`src/dependence_distance_alu_core_defines.svh`:
```
// Assertion macros for the dependence-distance ALU.
`ifndef DEPENDENCE_DISTANCE_ALU_CORE_DEFINES_SVH
`define DEPENDENCE_DISTANCE_ALU_CORE_DEFINES_SVH

`ifndef SYNTH

`define DDA_ASSERT_IMP(lbl, clk, rstn, ante, cons) \
    lbl: assert property (@(posedge clk) disable iff (!(rstn)) (ante) |-> (cons)) \
        else $error("dda assertion failed");

`define DDA_ASSERT_NXT(lbl, clk, rstn, ante, cons) \
    lbl: assert property (@(posedge clk) disable iff (!(rstn)) (ante) |=> (cons)) \
        else $error("dda assertion failed");

`else

`define DDA_ASSERT_IMP(lbl, clk, rstn, ante, cons)

`define DDA_ASSERT_NXT(lbl, clk, rstn, ante, cons)

`endif

`endif

```
`src/dda_pkg.sv`:
```
// Shared types and codes for the dependence-distance ALU.
package dda_pkg;

    localparam int DIST_BITS_DEF = 16;

    typedef logic [3:0] op_t;
    typedef logic [1:0] kind_t;
    typedef logic [1:0] truth_t;

    localparam op_t OP_ADD = 4'd0;
    localparam op_t OP_SUB = 4'd1;
    localparam op_t OP_MUL = 4'd2;
    localparam op_t OP_NEG = 4'd3;
    localparam op_t OP_GT  = 4'd4;
    localparam op_t OP_GE  = 4'd5;
    localparam op_t OP_LT  = 4'd6;
    localparam op_t OP_LE  = 4'd7;
    localparam op_t OP_EQ  = 4'd8;
    localparam op_t OP_NE  = 4'd9;

    localparam kind_t K_EXACT   = 2'd0;
    localparam kind_t K_ATLEAST = 2'd1;
    localparam kind_t K_ATMOST  = 2'd2;
    localparam kind_t K_UNKNOWN = 2'd3;

    localparam truth_t T_FALSE = 2'd0;
    localparam truth_t T_TRUE  = 2'd1;
    localparam truth_t T_UNDET = 2'd2;

    typedef struct packed {
        op_t   op;
        kind_t a_kind;
        kind_t b_kind;
    } cmp_ctl_t;

endpackage

```
`src/dda_cmp.sv`:
```
// Three-valued comparison of two dependence elements.
module dda_cmp #(
    parameter int DIST_BITS = dda_pkg::DIST_BITS_DEF
) (
    input  dda_pkg::cmp_ctl_t              ctl,
    input  logic signed [DIST_BITS-1:0]    a_dist,
    input  logic signed [DIST_BITS-1:0]    b_dist,
    output dda_pkg::truth_t                truth
);

    // x is exact, y is whatever it is
    function automatic dda_pkg::truth_t gt_exact_first(
        input logic signed [DIST_BITS-1:0] xv,
        input dda_pkg::kind_t               yk,
        input logic signed [DIST_BITS-1:0] yv
    );
        dda_pkg::truth_t r;
        r = dda_pkg::T_UNDET;
        if (xv > 0) begin
            if (yk == dda_pkg::K_ATMOST)
                r = dda_pkg::T_TRUE;
            else if (yk == dda_pkg::K_ATLEAST && xv < yv)
                r = dda_pkg::T_FALSE;
        end else if (xv == 0) begin
            if (yk == dda_pkg::K_ATMOST && yv < 0)
                r = dda_pkg::T_TRUE;
            else if (yk == dda_pkg::K_ATLEAST && yv > 0)
                r = dda_pkg::T_FALSE;
        end else begin
            if (yk == dda_pkg::K_ATLEAST)
                r = dda_pkg::T_FALSE;
            else if (yk == dda_pkg::K_ATMOST && xv > yv)
                r = dda_pkg::T_TRUE;
        end
        return r;
    endfunction

    function automatic dda_pkg::truth_t gt_el(
        input dda_pkg::kind_t               xk,
        input logic signed [DIST_BITS-1:0] xv,
        input dda_pkg::kind_t               yk,
        input logic signed [DIST_BITS-1:0] yv
    );
        dda_pkg::truth_t r;
        dda_pkg::truth_t s;
        r = dda_pkg::T_UNDET;
        s = gt_exact_first(yv, xk, xv);
        if (xk == dda_pkg::K_EXACT && yk == dda_pkg::K_EXACT)
            r = (xv > yv) ? dda_pkg::T_TRUE : dda_pkg::T_FALSE;
        else if (xk == dda_pkg::K_EXACT)
            r = gt_exact_first(xv, yk, yv);
        else if (yk == dda_pkg::K_EXACT) begin
            if (s == dda_pkg::T_TRUE)
                r = dda_pkg::T_FALSE;
            else if (s == dda_pkg::T_FALSE)
                r = dda_pkg::T_TRUE;
            else
                r = s;
        end else if (xk == dda_pkg::K_ATLEAST && yk == dda_pkg::K_ATMOST && xv > yv)
            r = dda_pkg::T_TRUE;
        else if (xk == dda_pkg::K_ATMOST && yk == dda_pkg::K_ATLEAST && xv < yv)
            r = dda_pkg::T_FALSE;
        return r;
    endfunction

    logic            is_eq;
    dda_pkg::truth_t gt_ab;
    dda_pkg::truth_t gt_ba;

    assign is_eq = (ctl.a_kind == dda_pkg::K_UNKNOWN && ctl.b_kind == dda_pkg::K_UNKNOWN)
                 || (ctl.a_kind == ctl.b_kind && a_dist == b_dist);
    assign gt_ab = gt_el(ctl.a_kind, a_dist, ctl.b_kind, b_dist);
    assign gt_ba = gt_el(ctl.b_kind, b_dist, ctl.a_kind, a_dist);

    always_comb begin
        case (ctl.op) inside
            dda_pkg::OP_ADD, dda_pkg::OP_SUB, dda_pkg::OP_MUL, dda_pkg::OP_NEG:
                truth = dda_pkg::T_FALSE;
            dda_pkg::OP_GT: truth = gt_ab;
            dda_pkg::OP_GE: truth = is_eq ? dda_pkg::T_TRUE : gt_ab;
            dda_pkg::OP_LT: truth = gt_ba;
            dda_pkg::OP_LE: truth = is_eq ? dda_pkg::T_TRUE : gt_ba;
            dda_pkg::OP_EQ: truth = is_eq ? dda_pkg::T_TRUE : dda_pkg::T_FALSE;
            dda_pkg::OP_NE: truth = is_eq ? dda_pkg::T_FALSE : dda_pkg::T_TRUE;
            default:        truth = dda_pkg::T_UNDET;
        endcase
    end

endmodule

```
`src/dependence_distance_alu_core.sv`:
```
// Dependence-distance ALU: three-stage pipelined element arithmetic and compare.
//
// Input stream (s_*): one beat carries an operation and two dependence elements
// (kind plus signed distance). Output stream (m_*): one beat per input beat, in
// order, carrying the result element, a three-valued truth and an overflow flag.
// Arithmetic ops return the element with truth false; compares return kind
// unknown, distance zero. Distances out of range saturate and set overflow.
//
// Stages: operand prep, then add/multiply and compare, then saturation into the
// output register.
// Throughput: one beat per cycle while m_tready holds; the single multiplier
// in stage two is fully pipelined with the rest.
// Each stage holds its beat while the stage after it is full and not moving, so
// a stall on m_tready back-fills the pipe and then drops s_tready; nothing is
// lost or repeated. Reset (aresetn low, synchronous) empties all stages.
`include "dependence_distance_alu_core_defines.svh"

module dependence_distance_alu_core #(
    parameter  int DIST_BITS = dda_pkg::DIST_BITS_DEF,
    localparam int IN_BITS   = 8 + 2 * DIST_BITS,
    localparam int IN_W      = ((IN_BITS + 7) / 8) * 8,
    localparam int OUT_BITS  = 5 + DIST_BITS,
    localparam int OUT_W     = ((OUT_BITS + 7) / 8) * 8
) (
    input  logic             aclk,
    input  logic             aresetn,
    input  logic             s_tvalid,
    output logic             s_tready,
    // operation, a_kind, a_dist, b_kind, b_dist (lowest first), zero padded
    input  logic [IN_W-1:0]  s_tdata,
    output logic             m_tvalid,
    input  logic             m_tready,
    // res_kind, res_dist, truth, overflow (lowest first), zero padded
    output logic [OUT_W-1:0] m_tdata
);

    localparam int D  = DIST_BITS;
    localparam int SW = D + 2;
    localparam int PW = 2 * D;

    localparam logic signed [PW-1:0] WMAX = {{(PW-D+1){1'b0}}, {(D-1){1'b1}}};
    localparam logic signed [PW-1:0] WMIN = {{(PW-D+1){1'b1}}, {(D-1){1'b0}}};

    function automatic dda_pkg::kind_t neg_kind(input dda_pkg::kind_t k);
        dda_pkg::kind_t r;
        unique case (k)
            dda_pkg::K_ATLEAST: r = dda_pkg::K_ATMOST;
            dda_pkg::K_ATMOST:  r = dda_pkg::K_ATLEAST;
            default:            r = k;
        endcase
        return r;
    endfunction

    function automatic dda_pkg::kind_t add_kind(
        input dda_pkg::kind_t ka,
        input dda_pkg::kind_t kb,
        input logic           s_pos,
        input logic           s_neg
    );
        dda_pkg::kind_t k;
        if (ka == dda_pkg::K_EXACT || kb == dda_pkg::K_EXACT) begin
            k = (ka == dda_pkg::K_EXACT) ? kb : ka;
            if ((s_pos && k == dda_pkg::K_ATMOST) || (s_neg && k == dda_pkg::K_ATLEAST))
                k = dda_pkg::K_UNKNOWN;
        end else if (ka == dda_pkg::K_UNKNOWN || ka != kb) begin
            k = dda_pkg::K_UNKNOWN;
        end else begin
            k = ka;
        end
        return k;
    endfunction

    // exact factor with sign (pos/zero) against the other factor's kind
    function automatic dda_pkg::kind_t mul_exact_kind(
        input logic           pos,
        input logic           zero,
        input dda_pkg::kind_t ko
    );
        dda_pkg::kind_t k;
        unique case (ko)
            dda_pkg::K_EXACT:   k = dda_pkg::K_EXACT;
            dda_pkg::K_ATLEAST: k = pos ? dda_pkg::K_ATLEAST
                                  : (zero ? dda_pkg::K_EXACT : dda_pkg::K_ATMOST);
            dda_pkg::K_ATMOST:  k = pos ? dda_pkg::K_ATMOST
                                  : (zero ? dda_pkg::K_EXACT : dda_pkg::K_ATLEAST);
            default:            k = zero ? dda_pkg::K_EXACT : dda_pkg::K_UNKNOWN;
        endcase
        return k;
    endfunction

    // ---- stage 1: unpack, negate operands ----
    dda_pkg::op_t          in_op;
    dda_pkg::kind_t        in_ak;
    dda_pkg::kind_t        in_bk;
    logic signed [D-1:0]   in_av;
    logic signed [D-1:0]   in_bv;
    logic signed [D:0]     in_b_ext;
    logic signed [D:0]     in_a_neg;
    logic signed [D:0]     in_b_neg;
    dda_pkg::kind_t        in_addk;
    logic signed [D:0]     in_addv;

    assign in_op    = s_tdata[3:0];
    assign in_ak    = s_tdata[5:4];
    assign in_av    = s_tdata[6+D-1:6];
    assign in_bk    = s_tdata[6+D+1:6+D];
    assign in_bv    = s_tdata[8+2*D-1:8+D];
    assign in_b_ext = {in_bv[D-1], in_bv};
    assign in_a_neg = -{in_av[D-1], in_av};
    assign in_b_neg = -in_b_ext;
    assign in_addk  = (in_op == dda_pkg::OP_SUB) ? neg_kind(in_bk) : in_bk;
    assign in_addv  = (in_op == dda_pkg::OP_SUB) ? in_b_neg : in_b_ext;

    logic                v1_reg, v1_next;
    logic                v2_reg, v2_next;
    logic                v3_reg, v3_next;
    logic                rdy1, rdy2, rdy3;

    dda_pkg::op_t        op1_reg;
    dda_pkg::kind_t      ak1_reg, bk1_reg, addk1_reg, negk1_reg;
    logic signed [D-1:0] av1_reg, bv1_reg;
    logic signed [D:0]   addv1_reg, negv1_reg;

    dda_pkg::kind_t      kind2_reg, kind2_next;
    logic signed [PW-1:0] wide2_reg, wide2_next;
    dda_pkg::truth_t     truth2_reg, truth2_next;

    dda_pkg::kind_t      kind3_reg, kind3_next;
    logic signed [D-1:0] dist3_reg, dist3_next;
    dda_pkg::truth_t     truth3_reg;
    logic                ovf3_reg, ovf3_next;

    assign rdy3     = !v3_reg || m_tready;
    assign rdy2     = !v2_reg || rdy3;
    assign rdy1     = !v1_reg || rdy2;
    assign s_tready = rdy1;

    assign v1_next = rdy1 ? s_tvalid : v1_reg;
    assign v2_next = rdy2 ? v1_reg : v2_reg;
    assign v3_next = rdy3 ? v2_reg : v3_reg;

    always_ff @(posedge aclk) begin
        if (!aresetn) begin
            v1_reg <= 1'b0;
            v2_reg <= 1'b0;
            v3_reg <= 1'b0;
        end else begin
            v1_reg <= v1_next;
            v2_reg <= v2_next;
            v3_reg <= v3_next;
        end
    end

    always_ff @(posedge aclk) begin
        if (s_tvalid && rdy1) begin
            op1_reg   <= in_op;
            ak1_reg   <= in_ak;
            av1_reg   <= in_av;
            bk1_reg   <= in_bk;
            bv1_reg   <= in_bv;
            addk1_reg <= in_addk;
            addv1_reg <= in_addv;
            negk1_reg <= neg_kind(in_ak);
            negv1_reg <= in_a_neg;
        end
    end

    // ---- stage 2: add, multiply, compare ----
    logic signed [SW-1:0] sum;
    logic signed [PW-1:0] a_wide, b_wide, prod;
    logic                 s_pos, s_neg;
    logic                 a_pos, a_zero, b_pos, b_zero;
    dda_pkg::kind_t       mul_k;
    dda_pkg::cmp_ctl_t    cmp_ctl;

    assign sum    = {{2{av1_reg[D-1]}}, av1_reg} + {addv1_reg[D], addv1_reg};
    assign a_wide = {{D{av1_reg[D-1]}}, av1_reg};
    assign b_wide = {{D{bv1_reg[D-1]}}, bv1_reg};
    assign prod   = a_wide * b_wide;
    assign s_neg  = sum[SW-1];
    assign s_pos  = !sum[SW-1] && (|sum);
    assign a_zero = (av1_reg == '0);
    assign a_pos  = !av1_reg[D-1] && !a_zero;
    assign b_zero = (bv1_reg == '0);
    assign b_pos  = !bv1_reg[D-1] && !b_zero;

    always_comb begin
        if (ak1_reg == dda_pkg::K_EXACT)
            mul_k = mul_exact_kind(a_pos, a_zero, bk1_reg);
        else if (ak1_reg == dda_pkg::K_UNKNOWN || bk1_reg == dda_pkg::K_UNKNOWN)
            mul_k = dda_pkg::K_UNKNOWN;
        else if (bk1_reg == dda_pkg::K_EXACT)
            mul_k = mul_exact_kind(b_pos, b_zero, ak1_reg);
        else if (ak1_reg == bk1_reg)
            mul_k = dda_pkg::K_ATLEAST;
        else
            mul_k = dda_pkg::K_ATMOST;
    end

    always_comb begin
        case (op1_reg) inside
            dda_pkg::OP_ADD, dda_pkg::OP_SUB: begin
                kind2_next = add_kind(ak1_reg, addk1_reg, s_pos, s_neg);
                wide2_next = {{(PW-SW){sum[SW-1]}}, sum};
            end
            dda_pkg::OP_MUL: begin
                kind2_next = mul_k;
                wide2_next = prod;
            end
            dda_pkg::OP_NEG: begin
                kind2_next = negk1_reg;
                wide2_next = {{(PW-D-1){negv1_reg[D]}}, negv1_reg};
            end
            default: begin
                kind2_next = dda_pkg::K_UNKNOWN;
                wide2_next = '0;
            end
        endcase
    end

    assign cmp_ctl.op     = op1_reg;
    assign cmp_ctl.a_kind = ak1_reg;
    assign cmp_ctl.b_kind = bk1_reg;

    dda_cmp #(
        .DIST_BITS (DIST_BITS)
    ) u_cmp (
        .ctl    (cmp_ctl),
        .a_dist (av1_reg),
        .b_dist (bv1_reg),
        .truth  (truth2_next)
    );

    always_ff @(posedge aclk) begin
        if (v1_reg && rdy2) begin
            kind2_reg  <= kind2_next;
            wide2_reg  <= wide2_next;
            truth2_reg <= truth2_next;
        end
    end

    // ---- stage 3: saturate into the output register ----
    always_comb begin
        kind3_next = kind2_reg;
        dist3_next = wide2_reg[D-1:0];
        ovf3_next  = 1'b0;
        if (kind2_reg == dda_pkg::K_UNKNOWN) begin
            dist3_next = '0;
        end else if (wide2_reg > WMAX) begin
            dist3_next = WMAX[D-1:0];
            ovf3_next  = 1'b1;
        end else if (wide2_reg < WMIN) begin
            dist3_next = WMIN[D-1:0];
            ovf3_next  = 1'b1;
        end
    end

    always_ff @(posedge aclk) begin
        if (v2_reg && rdy3) begin
            kind3_reg  <= kind3_next;
            dist3_reg  <= dist3_next;
            truth3_reg <= truth2_reg;
            ovf3_reg   <= ovf3_next;
        end
    end

    assign m_tvalid = v3_reg;
    assign m_tdata  = {{(OUT_W-OUT_BITS){1'b0}}, ovf3_reg, truth3_reg, dist3_reg, kind3_reg};

    // unknown results carry no distance
    `DDA_ASSERT_IMP(a_unknown_zero, aclk, aresetn,
        v3_reg && kind3_reg == dda_pkg::K_UNKNOWN, dist3_reg == '0 && !ovf3_reg)
    // saturation only pins to the ends of the range
    `DDA_ASSERT_IMP(a_ovf_at_end, aclk, aresetn,
        v3_reg && ovf3_reg, dist3_reg == WMAX[D-1:0] || dist3_reg == WMIN[D-1:0])
    // overflow only on arithmetic results
    `DDA_ASSERT_IMP(a_ovf_arith, aclk, aresetn,
        v3_reg && ovf3_reg, truth3_reg == dda_pkg::T_FALSE && kind3_reg != dda_pkg::K_UNKNOWN)
    // a beat held behind a stalled output stage is not dropped
    `DDA_ASSERT_NXT(a_s2_hold, aclk, aresetn,
        v2_reg && v3_reg && !m_tready, v2_reg)

endmodule

```
`config.mk`:
```
export PLATFORM = sky130hd
export DESIGN_NAME = dependence_distance_alu_core
export DESIGN_NICKNAME = d
export VERILOG_FILES = /design/src/dda_pkg.sv /design/src/dda_cmp.sv /design/src/dependence_distance_alu_core.sv
export VERILOG_INCLUDE_DIRS = /design/src /design/src/src
export SDC_FILE = /design/constraint.sdc
export NUM_CORES = 1
export LEC_CHECK = 0
export ABC_AREA = 1
export BUFFER_PORTS_ARGS = -buffer_cell sky130_fd_sc_hd__buf_2
export CORE_ASPECT_RATIO = 0.9
export CORE_MARGIN = 10
export CORE_UTILIZATION = 54
export DETAILED_ROUTE_END_ITERATION = 8
export PLACE_DENSITY = 0.74
export SETUP_SLACK_MARGIN = 0.15
export SLEW_MARGIN = 30
export SYNTH_ARGS = -nofsm -noshare
export SYNTH_HDL_FRONTEND = slang
export SYNTH_SLANG_ARGS = --single-unit
```
`constraint.sdc`:
```
create_clock -name aclk -period 7.3 [get_ports aclk]
set_input_delay 1.46 -clock aclk [delete_from_list [all_inputs] [get_ports aclk]]
set_output_delay 1.46 -clock aclk [all_outputs]
set_load 0.005 [all_outputs]
```
==> reports/qor.yml <==
die-area_mm2: 0.0422
largest_reg_flops: 32
post_cts_resized: 0
critPathSlowestCell: "nor4_1"
ctsLongestPathBuffers: 2
htree_num_levels: 4
min-delay-start: "truth2_reg[1]$_SDFFCE_PP0P_"
cpPeakStageDelay_ps: 780
drc_errors: 0
tritoncts: "yes"
die_w_um: 215
ios: 70
clkSinkCount: 136
synthesis.area_mm2: 0.0186
fp.dieH_um: 196
top_layer: "met4"
place_congestion: 0.928
synth.avg_cell_area_um2: 8.25
drive_gt1_share_pct: 7.10
synth_edf_count: 133
cts_setup_buffers: 0
dp.cells: 2725
tightestPinTransition_ps: 1020
cts_buffers: 17
async_flop_share_pct: 0
cts_hold_buffers: 0
grt_max_degree: 77
core-area_mm2: 0.0340
cts-root-buf: "clkbuf_16"
grt_first_pass_wirelength_um: 80500
worst_slack_ps: 420
hp-class: "reg2reg"
holdPathEnd: "truth3_reg[1]$_DFFE_PP_"
final_cells: 2758
worst_path_most_repeated_cell: "fa_1"
yosys_warnings: 0
fp-row-count: 64
finalSetupTns_ps: 0
outcome: "completed"
num_vias: 14800
maxCapViolations: 0
diodes: 0
ys_seq_area_share_pct: 21.8
drt_iter0_markers: 1327
setup_violations: 0
postSynthCellCount: 2250
place_worst_setup_slack_ps: 557
path_buf_inv: 5
arrival_ps: 7040
layout.nets: 2731
reg2regPathDepth: 20
port_buffers: 66
cts.clk_slew.worst_paths_ps: 70
rsz0062_at_grt: "no"
grt_pass1_vias: 15200
cp_top_family: "adder cells"
hold_depth: 0
first_pass_iters: 6
slew_violations: 0
finalCritPeriodShare_pct: 94.2
clock_skew_ps: 10.8
antenna_found_initial: 0
reg2reg_slack_ps: 420
start_util_pct: 54.7
period_minus_slack_ps: 6880
ys.flop_type: "edfxtp_1"
viasPerCell: 5.35
path_cells: "nand2_1 > inv_1 > fa_1 > inv_1 > fa_1 > inv_1 > fa_1 > fa_1 > fa_1 > inv_1 > fa_1 > inv_1 > ha_1 > nand2_1 > nor4_1 > nand4_1 > nand3_1 > a21oi_1 > o21ai_0 > nand3_1"
routed_wl_um: 49400
r2r_end: "wide2_reg[22]$_DFFE_PP_"
end_kind: "register"
critical_path_class: "reg2reg"
cp_max_fo: 14
place_hpwl_um: 39500
hold_viol: 0
slew_headroom_pct: 31.8
route.antenna.remaining_nets: 0
insertion_delay_ps: 440
ys_types: 54
area_growth_pct: 7.24
r2r-start: "av1_reg[15]$_DFFE_PP_"
route.met3.wl_um: 3860
grt_overflow: 0
drt-met1-wl_um: 21100
ys_ff_latch: 136
wire_per_inst_um: 17.9
track_usage_pct: 24.0
met2_length_um: 22800
clock.fmax_ghz: 0.145
critPathRequiredTime_ps: 7460
startpoint_type: "register"
## metal layers
metal  up-vias  GRT usage [%]
met3       104           3.68
met1      7162           32.7
met5         -              0
met4         0           8.65
met2       614           38.2
li1       6873              -
## through the flow
stage	hold WS, ps	instance area (µm²)	utilization [%]
after global placement	405	19300	57.0
after detailed placement	410	19400	57.0
after global routing	442	19900	58.7
after floorplan	400	18600	-
final	420	19900	58.7
after CTS	424	19900	58.6
## final cells by class
type | instances | area, µm²
tap | 462 | 578
inverter | 593 | 2230
fill | 3021 | 14000
clock buffer | 18 | 429
sequential | 136 | 4050
multi-input combinational | 1443 | 12000
timing repair buffer | 92 | 537
clock inverter | 14 | 111
## synthesized netlist by cell type, types with 17 or more instances
| master | number | area [µm²] |
|---|---|---|
| inv_1 | 587 | 2200 |
| nand2_1 | 506 | 1900 |
| fa_1 | 263 | 5270 |
| ha_1 | 141 | 1760 |
| edfxtp_1 | 133 | 3990 |
| nor2_1 | 128 | 480 |
| a21oi_1 | 87 | 435 |
| nand3_1 | 72 | 360 |
| clkbuf_1 | 65 | 244 |
| o21ai_0 | 46 | 230 |
| xor2_1 | 32 | 280 |
| nand4_1 | 25 | 156 |
| xnor2_1 | 21 | 184 |
| o211ai_1 | 17 | 128 |
## layout by cell type, fill, tap and decap left out, drive strengths merged, types with 26 or more instances in the layout
| cell | n |
|---|---|
| a21oi | 92 |
| buf | 92 |
| edfxtp | 133 |
| fa | 263 |
| ha | 141 |
| inv | 600 |
| nand2 | 510 |
| nand3 | 76 |
| nand4 | 26 |
| nor2 | 132 |
| o21ai | 51 |
| xor2 | 32 |
## cells by family (layout without fill, tap and decap cells)
| logic type | count (synthesis) | in the layout | share of synthesized area, % |
|---|---|---|---|
| AOI/OAI and AO/OA | 198 | 198 | 6.29 |
| buffers and inverters | 673 | 717 | 13.8 |
| and+or+nand+nor | 785 | 785 | 17.8 |
| xor gates and xnor gates | 53 | 53 | 2.50 |
| adders and majority gates | 404 | 404 | 37.8 |
| DFF | 136 | 136 | 21.8 |
| other | 1 | 3 | 0.0202 |
## how the worst max path moves through the flow
stage | slack (ps) | depth (start not counted) | to | start
2_1_floorplan | 1240 | 20 | wide2_reg[31]$_DFFE_PP_ | av1_reg[15]$_DFFE_PP_
3_3_place_gp | 580 | 20 | wide2_reg[22]$_DFFE_PP_ | av1_reg[15]$_DFFE_PP_
3_5_place_dp | 560 | 19 | wide2_reg[22]$_DFFE_PP_ | bv1_reg[8]$_DFFE_PP_
4_1_cts | 520 | 20 | wide2_reg[22]$_DFFE_PP_ | av1_reg[15]$_DFFE_PP_
5_1_grt | 170 | 18 | wide2_reg[28]$_DFFE_PP_ | av1_reg[15]$_DFFE_PP_
6_report | 420 | 20 | wide2_reg[22]$_DFFE_PP_ | av1_reg[15]$_DFFE_PP_
Power is left out: the tool's default activity adds up to more than one toggle a clock period on the data nets, which glitch-free logic cannot reach.
